## config.mk

```make
export PLATFORM = sky130hd
export DESIGN_NAME = lts_ctrl
export DESIGN_NICKNAME = d
export VERILOG_FILES = /design/src/rtl/lts_pkg.sv /design/src/rtl/lts_ctrl.sv
export SDC_FILE = /design/constraint.sdc
export NUM_CORES = 1
export LEC_CHECK = 0
export BUFFER_PORTS_ARGS = -buffer_cell sky130_fd_sc_hd__buf_2
export CAP_MARGIN = 10
export CORE_UTILIZATION = 40
export DETAILED_ROUTE_END_ITERATION = 10
export PLACE_DENSITY = 0.73
export SYNTH_ARGS = -nofsm -noshare
export SYNTH_HDL_FRONTEND = slang
export SYNTH_SLANG_ARGS = --single-unit
```

## constraint.sdc

```tcl
create_clock -name clock -period 2.1 [get_ports clock]
set_clock_uncertainty 0.2 [all_clocks]
set_input_delay 0.42 -clock clock [delete_from_list [all_inputs] [get_ports clock]]
set_output_delay 0.42 -clock clock [all_outputs]
set_load 0.005 [all_outputs]
```

## src/rtl/lts_pkg.sv

```systemverilog
`timescale 1ns / 1ps
// Shared types and constants for the toroidal life generation block.
// No dependencies; imported by every module of the block except lts_ram.
package lts_pkg;

   localparam int DEF_MAX_COLS = 64;
   localparam int DEF_MAX_ROWS = 64;

   localparam int DIM_W = 7;
   localparam logic [DIM_W-1:0] DIM_RESET = 7'd64;
   localparam logic [DIM_W-1:0] DIM_MIN = 7'd3;

   localparam int CSR_DATA_W = 32;
   localparam int CSR_ADDR_W = 3;
   localparam logic CSR_COLS = 1'b0;
   localparam logic CSR_ROWS = 1'b1;

   localparam logic [1:0] REQ_SET   = 2'd0;
   localparam logic [1:0] REQ_READ  = 2'd1;
   localparam logic [1:0] REQ_STEP  = 2'd2;
   localparam logic [1:0] REQ_CLEAR = 2'd3;

   localparam logic [2:0] RD_REQ   = 3'd0;
   localparam logic [2:0] RD_LAST  = 3'd1;
   localparam logic [2:0] RD_ROW   = 3'd2;
   localparam logic [2:0] RD_PLUS1 = 3'd3;
   localparam logic [2:0] RD_PLUS2 = 3'd4;

   localparam logic [1:0] WR_NONE = 2'd0;
   localparam logic [1:0] WR_SET  = 2'd1;
   localparam logic [1:0] WR_LIFE = 2'd2;
   localparam logic [1:0] WR_ZERO = 2'd3;

   typedef struct packed {
      logic       capture;
      logic       rd_en;
      logic [2:0] rd_src;
      logic [1:0] wr_src;
      logic       load_prev;
      logic       load_cur;
      logic       load_nxt;
      logic       shift;
      logic       nxt_from_saved;
      logic       row_clr;
      logic       row_inc;
      logic       respond;
   } ctrl_cmd_type;

   typedef struct packed {
      logic last_row;
      logic ahead_wrap;
      logic clear_last;
   } ctrl_status_type;

endpackage

```

## src/rtl/lts_ctrl.sv

```systemverilog
`timescale 1ns / 1ps
// Controller state machine that sequences requests, generation steps and clears.
// Depends on lts_pkg for command and status types.
module lts_ctrl
   import lts_pkg::*;
(
   input  logic            clock,
   input  logic            reset,
   input  logic            start,
   input  logic [1:0]      req_type,
   input  ctrl_status_type status,
   output ctrl_cmd_type    cmd,
   output logic            busy
);

   localparam logic [3:0] ST_IDLE     = 4'd0;
   localparam logic [3:0] ST_REQ_RD   = 4'd1;
   localparam logic [3:0] ST_REQ_DONE = 4'd2;
   localparam logic [3:0] ST_STEP0    = 4'd3;
   localparam logic [3:0] ST_STEP1    = 4'd4;
   localparam logic [3:0] ST_STEP2    = 4'd5;
   localparam logic [3:0] ST_STEP3    = 4'd6;
   localparam logic [3:0] ST_CALC     = 4'd7;
   localparam logic [3:0] ST_ADV      = 4'd8;
   localparam logic [3:0] ST_CLEAR    = 4'd9;

   logic [3:0] state_ff, state_in;
   logic       clear_rsp_ff, clear_rsp_in;

   always_ff @(posedge clock) begin
      if (reset) begin
         state_ff     <= ST_CLEAR;
         clear_rsp_ff <= 1'b0;
      end else begin
         state_ff     <= state_in;
         clear_rsp_ff <= clear_rsp_in;
      end
   end

   always_comb begin
      cmd          = '0;
      state_in     = state_ff;
      clear_rsp_in = clear_rsp_ff;
      unique case (state_ff)
         ST_IDLE: begin
            if (start) begin
               cmd.capture = 1'b1;
               unique case (req_type)
                  REQ_STEP: begin
                     state_in = ST_STEP0;
                  end
                  REQ_CLEAR: begin
                     cmd.row_clr  = 1'b1;
                     clear_rsp_in = 1'b1;
                     state_in     = ST_CLEAR;
                  end
                  default: begin
                     state_in = ST_REQ_RD;
                  end
               endcase
            end
         end
         ST_REQ_RD: begin
            cmd.rd_en  = 1'b1;
            cmd.rd_src = RD_REQ;
            state_in   = ST_REQ_DONE;
         end
         ST_REQ_DONE: begin
            cmd.wr_src  = WR_SET;
            cmd.respond = 1'b1;
            state_in    = ST_IDLE;
         end
         ST_STEP0: begin
            cmd.rd_en   = 1'b1;
            cmd.rd_src  = RD_LAST;
            cmd.row_clr = 1'b1;
            state_in    = ST_STEP1;
         end
         ST_STEP1: begin
            cmd.load_prev = 1'b1;
            cmd.rd_en     = 1'b1;
            cmd.rd_src    = RD_ROW;
            state_in      = ST_STEP2;
         end
         ST_STEP2: begin
            cmd.load_cur = 1'b1;
            cmd.rd_en    = 1'b1;
            cmd.rd_src   = RD_PLUS1;
            state_in     = ST_STEP3;
         end
         ST_STEP3: begin
            cmd.load_nxt = 1'b1;
            state_in     = ST_CALC;
         end
         ST_CALC: begin
            cmd.wr_src = WR_LIFE;
            if (status.last_row) begin
               cmd.respond = 1'b1;
               state_in    = ST_IDLE;
            end else begin
               state_in = ST_ADV;
            end
         end
         ST_ADV: begin
            cmd.shift   = 1'b1;
            cmd.row_inc = 1'b1;
            if (status.ahead_wrap) begin
               cmd.nxt_from_saved = 1'b1;
               state_in           = ST_CALC;
            end else begin
               cmd.rd_en  = 1'b1;
               cmd.rd_src = RD_PLUS2;
               state_in   = ST_STEP3;
            end
         end
         ST_CLEAR: begin
            cmd.wr_src  = WR_ZERO;
            cmd.row_inc = 1'b1;
            if (status.clear_last) begin
               cmd.respond  = clear_rsp_ff;
               clear_rsp_in = 1'b0;
               state_in     = ST_IDLE;
            end
         end
         default: begin
            state_in = ST_IDLE;
         end
      endcase
   end

   assign busy = (state_ff != ST_IDLE);

endmodule

```

# After elaboration in Yosys (flattened, before gate mapping)
# Index checks and enable logic that the tools add are counted.
# W data, S select, Z words.
classes:
  n_reduce_logical: 6
  n_mux: 27
  eq_ne: 14
ops:
  columns: ["cell", "count"]
  rows:
  - ["$pmux W4 S9", 1]
  - ["$pmux W4 S5", 1]
  - ["$eq A4 B3 Y1 const B", 4]
  - ["$mux W4", 4]
  - ["$mux W1", 15]
  - ["$eq A4 B2 Y1 const B", 2]
  - ["$eq A4 B4 Y1 const B", 2]
  - ["$pmux W4 S2", 1]
  - ["$pmux W2 S3", 1]
  - ["$eq A2 B2 Y1 const B", 2]
  - ["$eq A4 B1 Y1 const B", 1]
  - ["$logic_not A4 Y1", 1]
  - ["$ne A2 B2 Y1 const B", 2]
  - ["$pmux W1 S2", 2]
  - ["$reduce_and A4 Y1", 1]
  - ["$reduce_bool A4 Y1", 1]
  - ["$pmux W1 S3", 1]
  - ["$mux W2", 1]
  - ["$ne A2 B1 Y1 const B", 1]
  - ["$reduce_and A2 Y1", 1]
  - ["$reduce_bool A2 Y1", 1]
  - ["$reduce_or A2 Y1", 1]
word_totals:
  ff_bits: 5
  in_bits: 8
  wordCells: 49

# Logic depth before layout (Yosys ltp)
depth:
  ltp_word: 4
  depth_mapped: 5
  ltp_nobuf: 4

# Worst setup path before layout
# No wires, ideal clock.
synth_path:
  path_kind: "flip-flop to output port"
  from: "register state_ff[2]"
  to: "output port cmd[13] (netlist name)"
  stages_incl_launch_ff: 6
  arrival_time_ns: 1.032
  slack_ns: 0.448
  path_buffers: 2
  path_cell_list: "dfxtp_1 -> buf_6 -> buf_2 -> nor4b_2 -> nor2_1 -> o22ai_1"
synth_lines:
  columns: ["item", "line_no", "source"]
  rows:
  - ["start: declaration", "lts_ctrl.sv:27", "logic [3:0] state_ff, state_in;"]
  - ["start signal: assignment", "lts_ctrl.sv:35", "state_ff <= state_in;"]
  - ["end: declaration", "lts_ctrl.sv:12", "output ctrl_cmd_type cmd,"]

==> results.sh <==
export IMPL_total_leakage_power_nw=0.312
export IMPL_wl_per_cell_um=13.3
export IMPL_core_um2=1170
export IMPL_syn_nets=80
export IMPL_internal_power_mw=0.286
export IMPL_grt_pass1_wl_um=2460
export IMPL_insertion_delay_ns=0.25
export IMPL_hold_worst_slack_ns=0.188
export IMPL_min_delay_path_class="input pin to flip-flop"
export IMPL_p_sw_share_pct=40.0
export IMPL_io_buffers=23
export IMPL_cts_max_level=1
export IMPL_grt_use_total_pct=23.9
export IMPL_hold_viol=0
export IMPL_max_cap_violations=0
export IMPL_gr_total_overflow=0
export IMPL_post_cts_setup_buffers=0
export IMPL_cts_buffer_depth=2
export IMPL_crit_path_max_incr_delay_ns=0.46
export IMPL_grt_max_degree=19
export IMPL_cts_sinks=5
export IMPL_worstSetupPathType="flip-flop to primary output"
export IMPL_worst_path_buf_inv=1
export IMPL_grt_pass1_vias=545
export IMPL_num_fill_cells=116
export IMPL_fin_total_pwr_mw=0.476
export IMPL_ir_worst_vdd_uv=281
export IMPL_path_delay_family="flip-flops"
export IMPL_required_ns=1.48
export IMPL_dp_hpwl_um=1050
export IMPL_ant_nets=0
export IMPL_avgViaCountPerCell=5.58
export IMPL_gp_congestion=0.811
export IMPL_p_switching_mw=0.191
export IMPL_syn_inst=72
export IMPL_fin_nets=106
export IMPL_totalWireLength_um=1480
export IMPL_cp_arrival_ns=1.39
export IMPL_vias=619
export IMPL_setup_violations=0
export IMPL_fin_crit_ns=2.01
export IMPL_drive_gt1_share_pct=41.2
export IMPL_cp_max_fo=6
export IMPL_cts_tree="yes"
export IMPL_dieArea_um2=1490
export IMPL_postLayoutCoreUtil_pct=59.8
export IMPL_syn_area_per_cell_um2=7.46
export IMPL_clkPwrFrac_pct=24.5
export IMPL_critPathSlowestCell="dfxtp_1"
export IMPL_die_h_um=38.6
export IMPL_power_density_nw_per_um2=680
export IMPL_outcome="finished clean"
export IMPL_synth_seq_cells=5
export IMPL_worst_pin_slew_ns=0.344
export IMPL_rows=12
export IMPL_max_freq_ghz=0.498
export IMPL_ys_seq_area_share_pct=18.6
export IMPL_cts_buffers_inserted=3
export IMPL_max_slew_margin_rel_pct=77.0
export IMPL_crit_path_cell_trace="and2b_2, a22oi_1, nor2_1, buf_2"
export IMPL_diodes=0
export IMPL_yosysWarnings=0
export IMPL_start_util_pct=45.8
export IMPL_netlist_area_um2=537
export IMPL_drv_slew=0
export IMPL_syn_to_final_growth_pct=30.5
export IMPL_antenna_found_initial=0
export IMPL_die_w_um=38.6
export IMPL_first_iter_violations=26
export IMPL_ctsRootBufferMaster="clkbuf_4"
export IMPL_critPathLaunchType="flip-flop"
export IMPL_rsz0062_at_grt="false"
export IMPL_pin_count=24
export IMPL_clkTransAtPathRegs_ns=0.05
export IMPL_period_share_pct=95.6
export IMPL_setup_tns_ns=0
export IMPL_end_kind="primary output"
export IMPL_drcViolationCount=0
export IMPL_synth_cell_types=36
export IMPL_seqPwrFrac_pct=30.2
export IMPL_first_pass_iters=4
export IMPL_combPwrFrac_pct=45.2
## power groups by stage
stage / clock (mW) / sequential (mW) / combinational, mW
final: 0.117 / 0.144 / 0.215
after global routing: 0.128 / 0.147 / 0.238
after CTS: 0.120 / 0.141 / 0.209
after detailed placement: 0 / 0.142 / 0.207
after global placement: 0 / 0.141 / 0.206
after floorplan: 0 / 0.118 / 0.164
## cells in the final DEF, fill, tap and decap left out, types with 3 or more instances in the layout
cell type	count
buf_4	4
nor3_1	4
nand2_1	4
clkbuf_4	3
inv_1	5
nor3b_1	3
nand2b_1	4
nor2_1	7
buf_2	23
dfxtp_2	3
## state kept, by name, indices dropped and copies added (netlist names)
signal / count
state_ff: 4
clear_rsp_ff: 1
## Yosys cell counts
cell type	n	share of area, %
a211oi_1	1	1.4
a211oi_2	1	2.3
a21boi_0	1	1.4
a21o_1	2	2.8
a21oi_1	1	0.93
a221oi_2	1	2.8
a22oi_1	1	1.4
a311oi_1	1	1.6
a31oi_1	1	1.2
and2_1	1	1.2
and2b_1	1	1.4
and3_1	2	2.3
buf_2	4	3.7
buf_4	1	1.4
buf_6	1	2.1
dfxtp_1	5	19
inv_1	5	3.5
nand2_1	4	2.8
nand2b_1	4	4.7
nand3b_1	1	1.4
nand4_1	2	2.3
nor2_1	7	4.9
nor2b_1	2	2.3
nor3_1	4	3.7
nor3b_1	3	4.2
nor4_1	1	1.2
nor4_4	1	4.0
nor4b_2	1	2.8
o21a_1	2	2.8
o21ai_0	2	1.9
o21ai_1	2	1.9
o21bai_1	2	2.8
o22ai_1	1	1.2
o32a_1	1	1.9
or3b_1	1	1.6
xnor2_1	1	1.6
## area by class of cell
class	instances	area, um^2	share of cell area, %
multi-input combinational	56	389	55.5
clock buffer	4	26.3	3.75
timing repair buffer	27	145	20.7
sequential	5	104	14.8
inverter	5	18.8	2.68
tap	14	17.5	2.50
## final timing paths
check                           cells past startpoint    startpoint            to  slack, ns
worst min register to register                      2  clear_rsp_ff  clear_rsp_ff       0.27
worst max-delay path                                4   state_ff[1]        cmd[8]       0.09
worst min-delay path                                2         reset  clear_rsp_ff       0.19
worst max register to register                      4   state_ff[1]   state_ff[3]       0.53
## through the flow
| stage | area, um^2 | setup slack (ns) | std cells |
|---|---|---|---|
| floorplan | 537 | 0.448 | 72 |
| global placement | 661 | 0.260 | 107 |
| detailed placement | 661 | 0.228 | 107 |
| CTS | 689 | 0.0143 | 111 |
| global route | 701 | 0.00670 | 111 |
| finish | 701 | 0.0914 | 111 |
## cell families after synthesis
group                  synth area share, %
buffers and inverters                 10.7
AND/OR/NAND/NOR                       40.8
flip-flops                            18.6
XOR/XNOR                              1.63
AO/OA/AOI/OAI                         28.2
## routing by layer
layer	track usage, %	part of all wire (%)	vias up
met2	37.9	46	26
met4	5.17	0.54	0
met5	0	0	-
met3	8.67	7.9	2
li1	-	-	308
met1	30.5	45	283
## what timing repair did
action	in CTS	in global routing
setup endpoints to repair	3	7
resized for setup	2	4
hold buffers	0	0
No activity file was read; power rests on OpenSTA's default activity.
